<file path="src/hdl/rtem_pkg.sv">
`timescale 1ns / 1ps

package rtem_pkg;

  localparam int TABLE_DEPTH_DEF = 16;

  localparam int DEST_W  = 32;
  localparam int MAC_W   = 48;
  localparam int IFACE_W = 8;
  localparam int HOPS_W  = 8;
  localparam int STAMP_W = 48;

  typedef enum logic [1:0] {
    OP_INSERT = 2'd0,
    OP_LOOKUP = 2'd1,
    OP_DELETE = 2'd2
  } op_t;

  typedef enum logic [1:0] {
    ST_OK        = 2'd0,
    ST_FULL      = 2'd1,
    ST_NOT_FOUND = 2'd2
  } status_t;

  typedef enum logic [1:0] {
    S_IDLE,
    S_SCAN,
    S_SHIFT,
    S_EMIT
  } state_t;

  // one table row as stored in the RAM
  typedef struct packed {
    logic [DEST_W-1:0]  dest;
    logic [MAC_W-1:0]   next_hop;
    logic [IFACE_W-1:0] iface;
    logic [HOPS_W-1:0]  hops;
    logic [STAMP_W-1:0] stamp;
  } entry_t;

  localparam int ENTRY_W = $bits(entry_t);

  typedef struct packed {
    logic               found;
    status_t            status;
    logic [MAC_W-1:0]   next_hop;
    logic [IFACE_W-1:0] iface;
    logic [HOPS_W-1:0]  hops;
    logic [STAMP_W-1:0] stamp;
  } result_t;

endpackage

</file>
<file path="src/hdl/rtem_if.sv">
`timescale 1ns / 1ps

interface rtem_in_if;
  logic        valid;
  logic        ready;
  logic [1:0]  operation;
  logic [31:0] dest_addr;
  logic [47:0] next_hop_mac;
  logic [7:0]  iface_index;
  logic [7:0]  hop_count;
  logic [47:0] stamp_ms;

  modport source (
    output valid, operation, dest_addr, next_hop_mac, iface_index, hop_count, stamp_ms,
    input  ready
  );
  modport sink (
    input  valid, operation, dest_addr, next_hop_mac, iface_index, hop_count, stamp_ms,
    output ready
  );
endinterface

interface rtem_out_if;
  logic        valid;
  logic        ready;
  logic        found;
  logic [1:0]  status;
  logic [47:0] found_next_hop;
  logic [7:0]  found_iface;
  logic [7:0]  found_hops;
  logic [47:0] found_stamp;

  modport source (
    output valid, found, status, found_next_hop, found_iface, found_hops, found_stamp,
    input  ready
  );
  modport sink (
    input  valid, found, status, found_next_hop, found_iface, found_hops, found_stamp,
    output ready
  );
endinterface

</file>
<file path="src/hdl/rtem_ram.sv">
`timescale 1ns / 1ps

module rtem_ram #(
  parameter int WIDTH = 8,
  parameter int DEPTH = 16
) (
  input  logic                     clk,
  input  logic                     we,
  input  logic [$clog2(DEPTH)-1:0] waddr,
  input  logic [WIDTH-1:0]         wdata,
  input  logic [$clog2(DEPTH)-1:0] raddr,
  output logic [WIDTH-1:0]         rdata
);

  logic [WIDTH-1:0] mem [DEPTH];

  always_ff @(posedge clk) begin
    if (we) begin
      mem[waddr] <= wdata;
    end
    rdata <= mem[raddr];
  end

endmodule

</file>
<file path="src/hdl/route_table_exact_match_core.sv">
`timescale 1ns / 1ps

// Channel  Dir  Handshake        Payload
// in_ch    in   valid/ready      operation, dest_addr, next_hop_mac, iface_index,
//                                hop_count, stamp_ms
// out_ch   out  valid/ready      found, status, found_next_hop, found_iface,
//                                found_hops, found_stamp
//
// One transaction in flight at a time; in_ch.ready is high only while idle.
// Insert, unused codes, and lookup or delete on an empty table go straight from
// acceptance to the emit step. Lookup: one RAM read per cycle from slot 0 until
// a hit or the last held row. Delete: scan as lookup, then one read/write per cycle
// to shift later rows down, through the single table RAM port pair.
// Synchronous active-low reset empties the table at once; no clearing pass.
// A result waiting on out_ch.ready holds the sequencer in its emit step.
module route_table_exact_match_core #(
  parameter int TABLE_DEPTH = rtem_pkg::TABLE_DEPTH_DEF
) (
  input  logic       clk,
  input  logic       rst_n,
  rtem_in_if.sink    in_ch,
  rtem_out_if.source out_ch
);

  localparam int AW = (TABLE_DEPTH > 1) ? $clog2(TABLE_DEPTH) : 1;
  localparam int CW = $clog2(TABLE_DEPTH + 1);

  rtem_pkg::state_t  state_r, state_nxt;
  logic [CW-1:0]     cnt_r, cnt_nxt;
  logic [CW-1:0]     rp_r, rp_nxt;
  logic [AW-1:0]     pa_r, pa_nxt;
  logic              pv_r, pv_nxt;
  logic [31:0]       key_r, key_nxt;
  rtem_pkg::op_t     op_r, op_nxt;
  rtem_pkg::result_t res_r, res_nxt;
  rtem_pkg::result_t out_r;
  logic              out_valid_r;

  logic              mem_we;
  logic [AW-1:0]     mem_waddr;
  rtem_pkg::entry_t  mem_wdata;
  rtem_pkg::entry_t  mem_rdata;

  logic              in_acc;
  logic              issue;
  logic              hit;
  logic              emit;

  rtem_ram #(
    .WIDTH (rtem_pkg::ENTRY_W),
    .DEPTH (TABLE_DEPTH)
  ) u_table (
    .clk   (clk),
    .we    (mem_we),
    .waddr (mem_waddr),
    .wdata (mem_wdata),
    .raddr (rp_r[AW-1:0]),
    .rdata (mem_rdata)
  );

  assign in_ch.ready = (state_r == rtem_pkg::S_IDLE);
  assign in_acc      = in_ch.valid && in_ch.ready;
  assign issue       = (rp_r < cnt_r);
  assign hit         = pv_r && (mem_rdata.dest == key_r);
  assign emit        = (state_r == rtem_pkg::S_EMIT) && (!out_valid_r || out_ch.ready);

  always_comb begin
    state_nxt = state_r;
    cnt_nxt   = cnt_r;
    rp_nxt    = rp_r;
    pa_nxt    = pa_r;
    pv_nxt    = pv_r;
    key_nxt   = key_r;
    op_nxt    = op_r;
    res_nxt   = res_r;
    mem_we    = 1'b0;
    mem_waddr = cnt_r[AW-1:0];
    mem_wdata = {in_ch.dest_addr, in_ch.next_hop_mac, in_ch.iface_index,
                 in_ch.hop_count, in_ch.stamp_ms};

    case (state_r)
      rtem_pkg::S_IDLE: begin
        if (in_acc) begin
          key_nxt = in_ch.dest_addr;
          op_nxt  = rtem_pkg::op_t'(in_ch.operation);
          res_nxt = '0;
          rp_nxt  = '0;
          pv_nxt  = 1'b0;
          state_nxt = rtem_pkg::S_EMIT;
          case (rtem_pkg::op_t'(in_ch.operation))
            rtem_pkg::OP_INSERT: begin
              if (cnt_r == CW'(TABLE_DEPTH)) begin
                res_nxt.status = rtem_pkg::ST_FULL;
              end else begin
                mem_we  = 1'b1;
                cnt_nxt = CW'(cnt_r + 1'b1);
              end
            end
            rtem_pkg::OP_LOOKUP, rtem_pkg::OP_DELETE: begin
              if (cnt_r == '0) begin
                res_nxt.status = rtem_pkg::ST_NOT_FOUND;
              end else begin
                state_nxt = rtem_pkg::S_SCAN;
              end
            end
            default: begin
              res_nxt.status = rtem_pkg::ST_OK;
            end
          endcase
        end
      end

      rtem_pkg::S_SCAN: begin
        if (hit) begin
          res_nxt.found    = 1'b1;
          res_nxt.status   = rtem_pkg::ST_OK;
          res_nxt.next_hop = mem_rdata.next_hop;
          res_nxt.iface    = mem_rdata.iface;
          res_nxt.hops     = mem_rdata.hops;
          res_nxt.stamp    = mem_rdata.stamp;
          pv_nxt           = 1'b0;
          if (op_r == rtem_pkg::OP_DELETE) begin
            rp_nxt    = CW'(CW'(pa_r) + 1'b1);
            state_nxt = rtem_pkg::S_SHIFT;
          end else begin
            state_nxt = rtem_pkg::S_EMIT;
          end
        end else if (issue) begin
          pv_nxt = 1'b1;
          pa_nxt = rp_r[AW-1:0];
          rp_nxt = CW'(rp_r + 1'b1);
        end else begin
          res_nxt.status = rtem_pkg::ST_NOT_FOUND;
          pv_nxt         = 1'b0;
          state_nxt      = rtem_pkg::S_EMIT;
        end
      end

      rtem_pkg::S_SHIFT: begin
        // row read last cycle moves down one slot
        if (pv_r) begin
          mem_we    = 1'b1;
          mem_waddr = AW'(pa_r - 1'b1);
          mem_wdata = mem_rdata;
        end
        if (issue) begin
          pv_nxt = 1'b1;
          pa_nxt = rp_r[AW-1:0];
          rp_nxt = CW'(rp_r + 1'b1);
        end else begin
          pv_nxt = 1'b0;
          if (!pv_r) begin
            cnt_nxt   = CW'(cnt_r - 1'b1);
            state_nxt = rtem_pkg::S_EMIT;
          end
        end
      end

      rtem_pkg::S_EMIT: begin
        if (emit) begin
          state_nxt = rtem_pkg::S_IDLE;
        end
      end

      default: begin
        state_nxt = rtem_pkg::S_IDLE;
      end
    endcase
  end

  always_ff @(posedge clk) begin
    if (!rst_n) begin
      state_r     <= rtem_pkg::S_IDLE;
      cnt_r       <= '0;
      pv_r        <= 1'b0;
      out_valid_r <= 1'b0;
    end else begin
      state_r <= state_nxt;
      cnt_r   <= cnt_nxt;
      pv_r    <= pv_nxt;
      if (emit) begin
        out_valid_r <= 1'b1;
      end else if (out_ch.ready) begin
        out_valid_r <= 1'b0;
      end
    end
  end

  always_ff @(posedge clk) begin
    rp_r  <= rp_nxt;
    pa_r  <= pa_nxt;
    key_r <= key_nxt;
    op_r  <= op_nxt;
    res_r <= res_nxt;
    if (emit) begin
      out_r <= res_r;
    end
  end

  assign out_ch.valid          = out_valid_r;
  assign out_ch.found          = out_r.found;
  assign out_ch.status         = out_r.status;
  assign out_ch.found_next_hop = out_r.next_hop;
  assign out_ch.found_iface    = out_r.iface;
  assign out_ch.found_hops     = out_r.hops;
  assign out_ch.found_stamp    = out_r.stamp;

`ifndef NO_ASSERTIONS
  a_cnt_bound: assert property (@(posedge clk) disable iff (!rst_n)
    cnt_r <= CW'(TABLE_DEPTH))
    else $error("entry count above table depth");

  a_insert_grows: assert property (@(posedge clk) disable iff (!rst_n)
    (in_acc && in_ch.operation == rtem_pkg::OP_INSERT && cnt_r != CW'(TABLE_DEPTH))
    |=> (cnt_r == CW'($past(cnt_r) + 1'b1)))
    else $error("insert did not advance entry count");

  a_shift_in_range: assert property (@(posedge clk) disable iff (!rst_n)
    (state_r == rtem_pkg::S_SHIFT && mem_we) |-> (CW'(mem_waddr) < cnt_r))
    else $error("shift write outside occupied rows");

  a_emit_idle: assert property (@(posedge clk) disable iff (!rst_n)
    emit |=> (state_r == rtem_pkg::S_IDLE && out_valid_r))
    else $error("result load did not return sequencer to idle");
`endif

endmodule
</file>
<file path="src/flat_wrapper.sv">
// flat-port wrapper written by rule: the top's interface ports become plain ports
module route_table_exact_match_core_flat 
#(
  parameter int TABLE_DEPTH = rtem_pkg::TABLE_DEPTH_DEF
)
  (clk, rst_n, in_ch_valid, in_ch_operation, in_ch_dest_addr, in_ch_next_hop_mac, in_ch_iface_index, in_ch_hop_count, in_ch_stamp_ms, in_ch_ready, out_ch_valid, out_ch_found, out_ch_status, out_ch_found_next_hop, out_ch_found_iface, out_ch_found_hops, out_ch_found_stamp, out_ch_ready);
  rtem_in_if in_ch_i ();
  rtem_out_if out_ch_i ();
  input  logic clk;
  input  logic rst_n;
  input wire logic [$bits(in_ch_i.valid)-1:0] in_ch_valid;
  input wire logic [$bits(in_ch_i.operation)-1:0] in_ch_operation;
  input wire logic [$bits(in_ch_i.dest_addr)-1:0] in_ch_dest_addr;
  input wire logic [$bits(in_ch_i.next_hop_mac)-1:0] in_ch_next_hop_mac;
  input wire logic [$bits(in_ch_i.iface_index)-1:0] in_ch_iface_index;
  input wire logic [$bits(in_ch_i.hop_count)-1:0] in_ch_hop_count;
  input wire logic [$bits(in_ch_i.stamp_ms)-1:0] in_ch_stamp_ms;
  output wire logic [$bits(in_ch_i.ready)-1:0] in_ch_ready;
  output wire logic [$bits(out_ch_i.valid)-1:0] out_ch_valid;
  output wire logic [$bits(out_ch_i.found)-1:0] out_ch_found;
  output wire logic [$bits(out_ch_i.status)-1:0] out_ch_status;
  output wire logic [$bits(out_ch_i.found_next_hop)-1:0] out_ch_found_next_hop;
  output wire logic [$bits(out_ch_i.found_iface)-1:0] out_ch_found_iface;
  output wire logic [$bits(out_ch_i.found_hops)-1:0] out_ch_found_hops;
  output wire logic [$bits(out_ch_i.found_stamp)-1:0] out_ch_found_stamp;
  input wire logic [$bits(out_ch_i.ready)-1:0] out_ch_ready;
  assign in_ch_i.valid = in_ch_valid;
  assign in_ch_i.operation = in_ch_operation;
  assign in_ch_i.dest_addr = in_ch_dest_addr;
  assign in_ch_i.next_hop_mac = in_ch_next_hop_mac;
  assign in_ch_i.iface_index = in_ch_iface_index;
  assign in_ch_i.hop_count = in_ch_hop_count;
  assign in_ch_i.stamp_ms = in_ch_stamp_ms;
  assign in_ch_ready = in_ch_i.ready;
  assign out_ch_valid = out_ch_i.valid;
  assign out_ch_found = out_ch_i.found;
  assign out_ch_status = out_ch_i.status;
  assign out_ch_found_next_hop = out_ch_i.found_next_hop;
  assign out_ch_found_iface = out_ch_i.found_iface;
  assign out_ch_found_hops = out_ch_i.found_hops;
  assign out_ch_found_stamp = out_ch_i.found_stamp;
  assign out_ch_i.ready = out_ch_ready;
  route_table_exact_match_core #(.TABLE_DEPTH(TABLE_DEPTH)) u_core (.clk(clk), .rst_n(rst_n), .in_ch(in_ch_i), .out_ch(out_ch_i));
endmodule
</file>
<file path="config.mk">
export PLATFORM = sky130hd
export DESIGN_NAME = route_table_exact_match_core_flat
export DESIGN_NICKNAME = d
export VERILOG_FILES = /design/src/hdl/rtem_pkg.sv /design/src/hdl/rtem_if.sv /design/src/hdl/rtem_ram.sv /design/src/hdl/route_table_exact_match_core.sv /design/src/flat_wrapper.sv
export SDC_FILE = /design/constraint.sdc
export NUM_CORES = 2
export LEC_CHECK = 0
export BUFFER_PORTS_ARGS = -buffer_cell sky130_fd_sc_hd__buf_2
export CORE_AREA = 2 2 454 456
export CTS_CLUSTER_SIZE = 12
export DETAILED_ROUTE_END_ITERATION = 10
export DIE_AREA = 0 0 456 458
export GPL_TIMING_DRIVEN = 0
export MAX_ROUTING_LAYER = met4
export PLACE_DENSITY = 0.7
export SYNTH_ARGS = -nofsm -noshare
export SYNTH_HDL_FRONTEND = slang
export SYNTH_HIERARCHICAL = 1
export SYNTH_SLANG_ARGS = --single-unit
</file>
<file path="constraint.sdc">
create_clock -name clk -period 16.4 [get_ports clk]
set_clock_uncertainty 0.05 [all_clocks]
set_input_delay 2.46 -clock clk [delete_from_list [all_inputs] [get_ports clk]]
set_output_delay 2.46 -clock clk [all_outputs]
set_load 0.005 [all_outputs]
</file>
# Yosys cells after proc, flatten, opt, wreduce, memory -nomap -nowiden
# Memories as Yosys holds them, arrays and structs flattened. A register that Yosys moved wholly into a read port is not among the register bits.
# Index checks and enable logic that the tools add are counted.
# totals
mem_bits_rw	2304
out_inout_bits	117
n_memories	1
wordCells	117
reg_bits	282
inputBits	150
# classes
eq_ne	18
add_sub_neg	5
reduce_logical	22
magnitude_cmp	1
muxes	50
# memory_table
name	words	word_bits	read_ports	rd_ports_with_merged_regs	write_ports	line	source
u_core.u_table.mem	16	144	1	1	1	rtem_ram.sv:15	logic [WIDTH-1:0] mem [DEPTH];
# ops
cell	count
144-bit 2-to-1 mux	2
115-bit case mux with 2 select lines	1
115-bit 2-to-1 mux	1
112-bit 2-to-1 mux	1
5-bit 2-to-1 mux	9
32-bit == test	1
2-bit 2-to-1 mux	11
4-bit 2-to-1 mux	4
5-bit case mux with 3 select lines	1
1-bit 2-to-1 mux	14
2-bit != test, second input constant	6
5-bit by 1-bit adder with 5-bit output, second input constant	2
5-bit case mux with 2 select lines	1
3-bit AND reduction	3
2-bit == test, second input constant	4
2-bit case mux with 4 select lines	1
4-bit case mux with 2 select lines	1
2-bit nonzero test	4
3-bit != test, second input constant	2
2-bit AND reduction	3
6-bit AND reduction	1
4-bit by 1-bit adder with 5-bit output, second input constant	1
5-bit == test, second input constant	1
5-bit logical NOT	1
15 further kinds	20

# Depth between registers and ports, before layout
# logic_depth
ltp_word	7
mapped_depth	11
depth_no_buf	10

# Modules after synthesis
# The synthesis kept the hierarchy.
# by_module_without_submodules
mod	cells_per_inst	seq_area_each_um2	area_each_um2	n_inst
rtem_ram	3773	72069.1	89444.5	1
route_table_exact_match_core	768	8378.0	12205.5	1

# Worst setup path before layout
# No wires, ideal clock.
# synth_timing
path_kind	input -> register
startpoint	in in_ch_valid
endpoint	mem u_core/u_table/mem[0][0] (netlist bit) (enable)
setup_time_ns	0.824
n_path_buf	0
slack_ns	1.616
t_required_ns	15.526
path_stages	4
arrival_time_ns	13.911
cell_sequence	and2_1 -> a32o_1 -> or3b_2 -> nor3_1
# synth_via
elab_chain_len	5
# synth_lines
element	line	source
start, declared	flat_wrapper.sv:11	input wire logic [$bits(in_ch_i.valid)-1:0] in_ch_valid;
1-bit logical AND	route_table_exact_match_core.sv:62	assign in_acc = in_ch.valid && in_ch.ready;
1-bit 2-to-1 mux	route_table_exact_match_core.sv:83	if (in_acc) begin
1-bit case mux with 2 select lines	route_table_exact_match_core.sv:81	case (state_r)
via u_core.mem_we	route_table_exact_match_core.sv:39	logic mem_we;
1-bit 2-to-1 mux	rtem_ram.sv:18	if (we) begin
1-bit 2-to-1 mux (implied by the code)	rtem_ram.sv:19	mem[waddr] <= wdata;
end, declared	rtem_ram.sv:15	
# The timed path passes the listed nets, and every way through them passes these cells.

# Worst setup path after layout
# layout_timing
startpoint	reg u_core.state_r[0]
endpoint	mem u_core/u_table/mem[3][107] (netlist bit) (enable)
# layout_via
elab_cells_between_ends	8
classes_between	eq/ne: 1; mux: 5; reduce/logical: 2
# layout_rtl
element	line	source
start, declared	route_table_exact_match_core.sv:28	rtem_pkg::state_t state_r, state_nxt;
start signal, assigned	route_table_exact_match_core.sv:173	state_r <= rtem_pkg::S_IDLE;
start signal, assigned	route_table_exact_match_core.sv:178	state_r <= state_nxt;
2-bit == test	route_table_exact_match_core.sv:81	
4-bit 2-to-1 mux	route_table_exact_match_core.sv:81	
via u_core.mem_waddr[1]	route_table_exact_match_core.sv:40	logic [AW-1:0] mem_waddr;
# The timed path passes the listed nets, and every way through them passes these cells.

==> out/results.txt <==
For this run, the leading register cell type out of synthesis is sky130_fd_sc_hd__edfxtp_1. In the post-synthesis netlist, the biggest area contributors are sky130_fd_sc_hd__edfxtp_1 76%, sky130_fd_sc_hd__mux4_2 12%, sky130_fd_sc_hd__dfxtp_1 3.0%. Clock tree synthesis found a total of 2,730 sinks. The width of the die came out at 456 µm. The detailed-route wire length came out at 269,600 µm.

The total of endpoints with negative setup slack in the final report came out at 0. The share of synthesized area occupied by flip-flops and latches is 0.7914. In the final design database the tool counted 5,462 nets. The post-route clock period utilization was 0.3912. The count of port buffers added during placement was 266; the required time reported for the critical path endpoint was 16.91 ns. For the arrival time reported for the critical path endpoint, the log shows 6.93 ns. Walking the worst path, the cells encountered are inv_1, ha_1, clkbuf_1, nand2_1, clkbuf_1, clkbuf_1, o21ai_0, nand2_1, nor2_4, buf_12, buf_12, buf_12, buf_16, buf_12. The most used cell along the critical path is sky130_fd_sc_hd__buf_12. Counting instances, the worst hold path has a depth of 0. The die covers 208,800 µm². The synthesized netlist contains 56 unique library cells. The max-capacitance violation count is 6. Among all stages on the critical path, the largest delay is contributed by sky130_fd_sc_hd__o21ai_0. Setup repair after global routing left no endpoint under its margin. Dividing the detail-routed via count by the number of cells gives 6.211. The class of the worst hold path is register to register. The tools report the headroom to the max-slew limit as -0.04138. The type of destination of the critical path was a register. The effective utilization at floorplan came out at 0.4989. The routed design could run at a clock period as short as 6.416 ns. In this run the critical register-to-register path is launched from u_core/state_r[0]. The core outline area was 203,800 µm²; the die height was 458 µm.

The count of endpoints failing hold in the final timing report was 0. Nature of the critical path startpoint: a register. The area share of the largest cell type after synthesis was 0.7613; the maximum number of pins on one net before global-route repair was 29.

Dividing the detail-routed wire length by the instance count gives 32.90 µm. The share of synthesized flip-flops with an asynchronous set or reset was 0. The complex-gate fraction of the synthesized area works out to 0.02582. Total power per unit cell area: 162.4 nW/µm².

The root buffer cell chosen for the clock tree is sky130_fd_sc_hd__clkbuf_16. The internal portion of the total power is 0.01364 W. The number of buffers added to fix hold violations after cts is 0, and the combined area of the multi-input logic cells is 20,090 µm². The proportion of synthesized area in mux cells came out at 0.1461. The run gives 267 as the top-level I/O count.

The clock transition time at the flip-flop clock pins of the worst setup and hold paths works out to 0.06 ns. The first global-routing pass estimated 376,900 µm of wire. For this block, the via count after detailed routing is 50,902.

Gates resized during post-CTS repair numbered 0. The H-tree was split into 5 levels. The placed instance area is 109,900 µm². In this run the most critical hold path is launched from u_core/res_r[92]. The highest attainable clock frequency was 155.9 MHz; the post-synthesis register bit count was 2,730.

The area share of and/or/nand/nor cells after synthesis was 0.01838. At the pin with the least slew margin, the transition time is 1.562 ns. The logs give 0.313 for the share of power burned in the clock network and 0 for the post-CTS setup buffer count.

Synthesized area: 101,600 µm². The initial antenna violation count was 27. The setup TNS after final layout is 0 ns, and the number of warnings printed during yosys synthesis is 6.

Across the whole layout, storage elements account for 80,450 µm². In this run, the number of DRC markers left after iteration 0 of detailed routing was 6,978. The number of nets still failing antenna checks after routing is 0. In this run the register-to-register setup slack is 9.98 ns. In this design, the largest share of critical-path delay is due to buffers and inverters.

The maximum fanout along the worst path is 21, and the number of global-route vias before repair is 50,541. The flow ran to the end, but the final reports show violations. The insertion delay of the later-clocked pin in the worst-skew pair is 0.92 ns, and the number of flops mapped to enable cells by yosys is 2,577. The part of the power in registers is 0.444. TritonCTS built the clock tree. For this run, design rule violations remaining after detail routing come to 0. The average footprint of a synthesized cell is 22.38 µm².

The final reports fail on capacitance limit, slew limit. The number of nets in the synthesized netlist is 4,709. Critical path class: register to register. For this run, the slowest stage of the critical path takes 0.91 ns. The adder and majority cell fraction of the synthesized area came out at 0.002289. The first-pass iteration count of the detailed router is 6, and the number of filler cells placed in the layout is 14,214. At the end of routability-driven placement, the weighted congestion stood at 0.8367. Xor-xnor portion of the synthesized cell area: 0.003791. After synthesis, the largest family of logic cells by area is multiplexers.

After technology mapping, the gate count stands at 4,541. The fraction of power spent switching nets works out to 0.2912. The fraction of power consumed by combinational cells was 0.243. The sum of buffers and inverters on the critical path was 9. The final standard cell area without fillers was 118,400 µm²; the final-report max-slew violation count was 44. In this run the deepest clock path goes through 4 buffers. The share of final-layout standard cells stronger than drive strength 1 is 0.3064. Largest area contributor in the synthesized netlist: sky130_fd_sc_hd__edfxtp_1. The standard-cell row count came out at 166. The number of cells on the worst reg-to-reg path is 14. The tools report the net switching power figure as 0.005602 W.

Summed over all cells, the static leakage comes to 38.20 nW. The CTS buffer count was 293. The cell depth of the worst setup path is 14. The global-route congestion overflow total came out at 0. The half-perimeter wire length after placement is 173,300 µm.

Across the VDD grid, the largest voltage drop is 0.0001257 V. The total routing resource utilization after global routing is 0.2639, and the area growth from synthesis to final layout is 16.52%. The completed layout was analyzed and its total power is 0.01924 W.

Hold path endpoint: u_core/out_ch.found_next_hop[28]. The endpoint identified for the worst register-to-register timing path is u_core/u_table/mem[3][107].
[cell families (layout without fill, tap and decap cells)]
family | Yosys count | count (layout)
compound gates | 352 | 352
xor+xnor | 44 | 44
fa+ha+maj | 18 | 18
buf+inv | 251 | 1203
flops | 2730 | 2730
mux | 786 | 786
other cells | 0 | 15
simple gates | 360 | 360
[layout make-up]
type / instances / share of cell area
antenna: 15 / 0.0003169
buffer: 231 / 0.009983
clock buffer: 460 / 0.06976
clock inverter: 34 / 0.002176
inverter: 20 / 0.0006338
multi-input combinational: 1560 / 0.1696
sequential: 2730 / 0.6792
tap: 2688 / 0.02840
timing repair buffer: 458 / 0.03990
[cells in the mapped netlist (all sizes together) (15+ instances only)]
cell,count
xor2,36
nor2b,35
clkbuf,109
and2,116
a221oi,15
mux2i,31
mux4,536
buf,122
o221ai,25
dfxtp,153
edfxtp,2577
o21ai,30
nand2b,21
nor2,25
inv,20
ha,17
mux2,219
a22oi,242
nand2,124
[how the worst max path moves through the flow]
stage / slack [ns] / from / endpoint
detailed placement: 9.96 / in_ch_valid / u_core/u_table/mem[3][107]
CTS: 10.19 / u_core/state_r[0] / u_core/u_table/mem[3][106]
floorplan: 1.62 / in_ch_valid / u_core/u_table/mem[0][0]
global placement: -13.46 / in_ch_valid / u_core/u_table/mem[0][109]
finish: 9.98 / u_core/state_r[0] / u_core/u_table/mem[3][107]
global route: 9.88 / u_core/state_r[0] / u_core/u_table/mem[3][107]
[layer usage]
layer | wire length (µm) | GRT usage
met2 | 130400 | 0.4115
met4 | 12580 | 0.1127
met1 | 100300 | 0.3459
met5 | 0 | -
met3 | 26340 | 0.04611
[power groups by stage]
stage	Sequential (W)	Clock [W]	Combinational, W
after global routing	0.00859	0.00635	0.00489
after global placement	0.00884	0	0.00447
after floorplan	0.00864	0	0.00289
after detailed placement	0.00868	0	0.00464
final	0.00855	0.00601	0.00468
after CTS	0.00855	0.00609	0.00468
[cell usage in the layout, fill, tap and decap left out, types with 15 or more instances in the layout]
cell type / instances
sky130_fd_sc_hd__a221oi_1: 15
sky130_fd_sc_hd__a22oi_1: 242
sky130_fd_sc_hd__and2_1: 115
sky130_fd_sc_hd__buf_1: 35
sky130_fd_sc_hd__buf_12: 77
sky130_fd_sc_hd__buf_16: 32
sky130_fd_sc_hd__buf_2: 313
sky130_fd_sc_hd__buf_4: 16
sky130_fd_sc_hd__buf_6: 96
sky130_fd_sc_hd__clkbuf_1: 239
sky130_fd_sc_hd__clkbuf_16: 296
sky130_fd_sc_hd__clkbuf_8: 24
sky130_fd_sc_hd__clkinv_2: 15
sky130_fd_sc_hd__dfxtp_1: 153
sky130_fd_sc_hd__diode_2: 15
sky130_fd_sc_hd__edfxtp_1: 2577
sky130_fd_sc_hd__ha_1: 17
sky130_fd_sc_hd__inv_1: 20
sky130_fd_sc_hd__mux2_2: 219
sky130_fd_sc_hd__mux2i_1: 31
sky130_fd_sc_hd__mux4_2: 536
sky130_fd_sc_hd__nand2_1: 124
sky130_fd_sc_hd__nand2b_1: 21
sky130_fd_sc_hd__nor2b_1: 34
sky130_fd_sc_hd__o21ai_0: 27
sky130_fd_sc_hd__o221ai_1: 25
sky130_fd_sc_hd__xor2_1: 36
[through the flow]
step	utilization	instances	hold WS, ns	setup slack (ns)
5_1_grt	0.5812	8191	0.3566	9.883
3_3_place_gp	0.5219	7495	0.3502	-13.46
6_report	0.5813	8196	0.3572	9.984
4_1_cts	0.5811	8181	0.3559	10.19
3_5_place_dp	0.5393	7687	0.3545	9.955
2_1_floorplan	-	4541	0.3503	1.616
[state kept, by name, summed over array words and instances (netlist names)]
register and count:
u_core/pa_r 4, u_core/cnt_r 5, u_core/state_r 2, u_core/op_r 2
u_core/out_ch.status 2, u_core/u_table/mem 2304, u_core/out_ch.found_hops 8, u_core/out_ch.found_next_hop 48
u_core/out_ch.valid 1, u_core/rp_r 5, u_core/key_r 32, u_core/res_r 115
u_core/out_ch.found_iface 8, u_core/out_ch.found 1, u_core/pv_r 1, u_core/u_table/rdata 144
u_core/out_ch.found_stamp 48
Note: power is estimated with default switching activity, not from simulation.
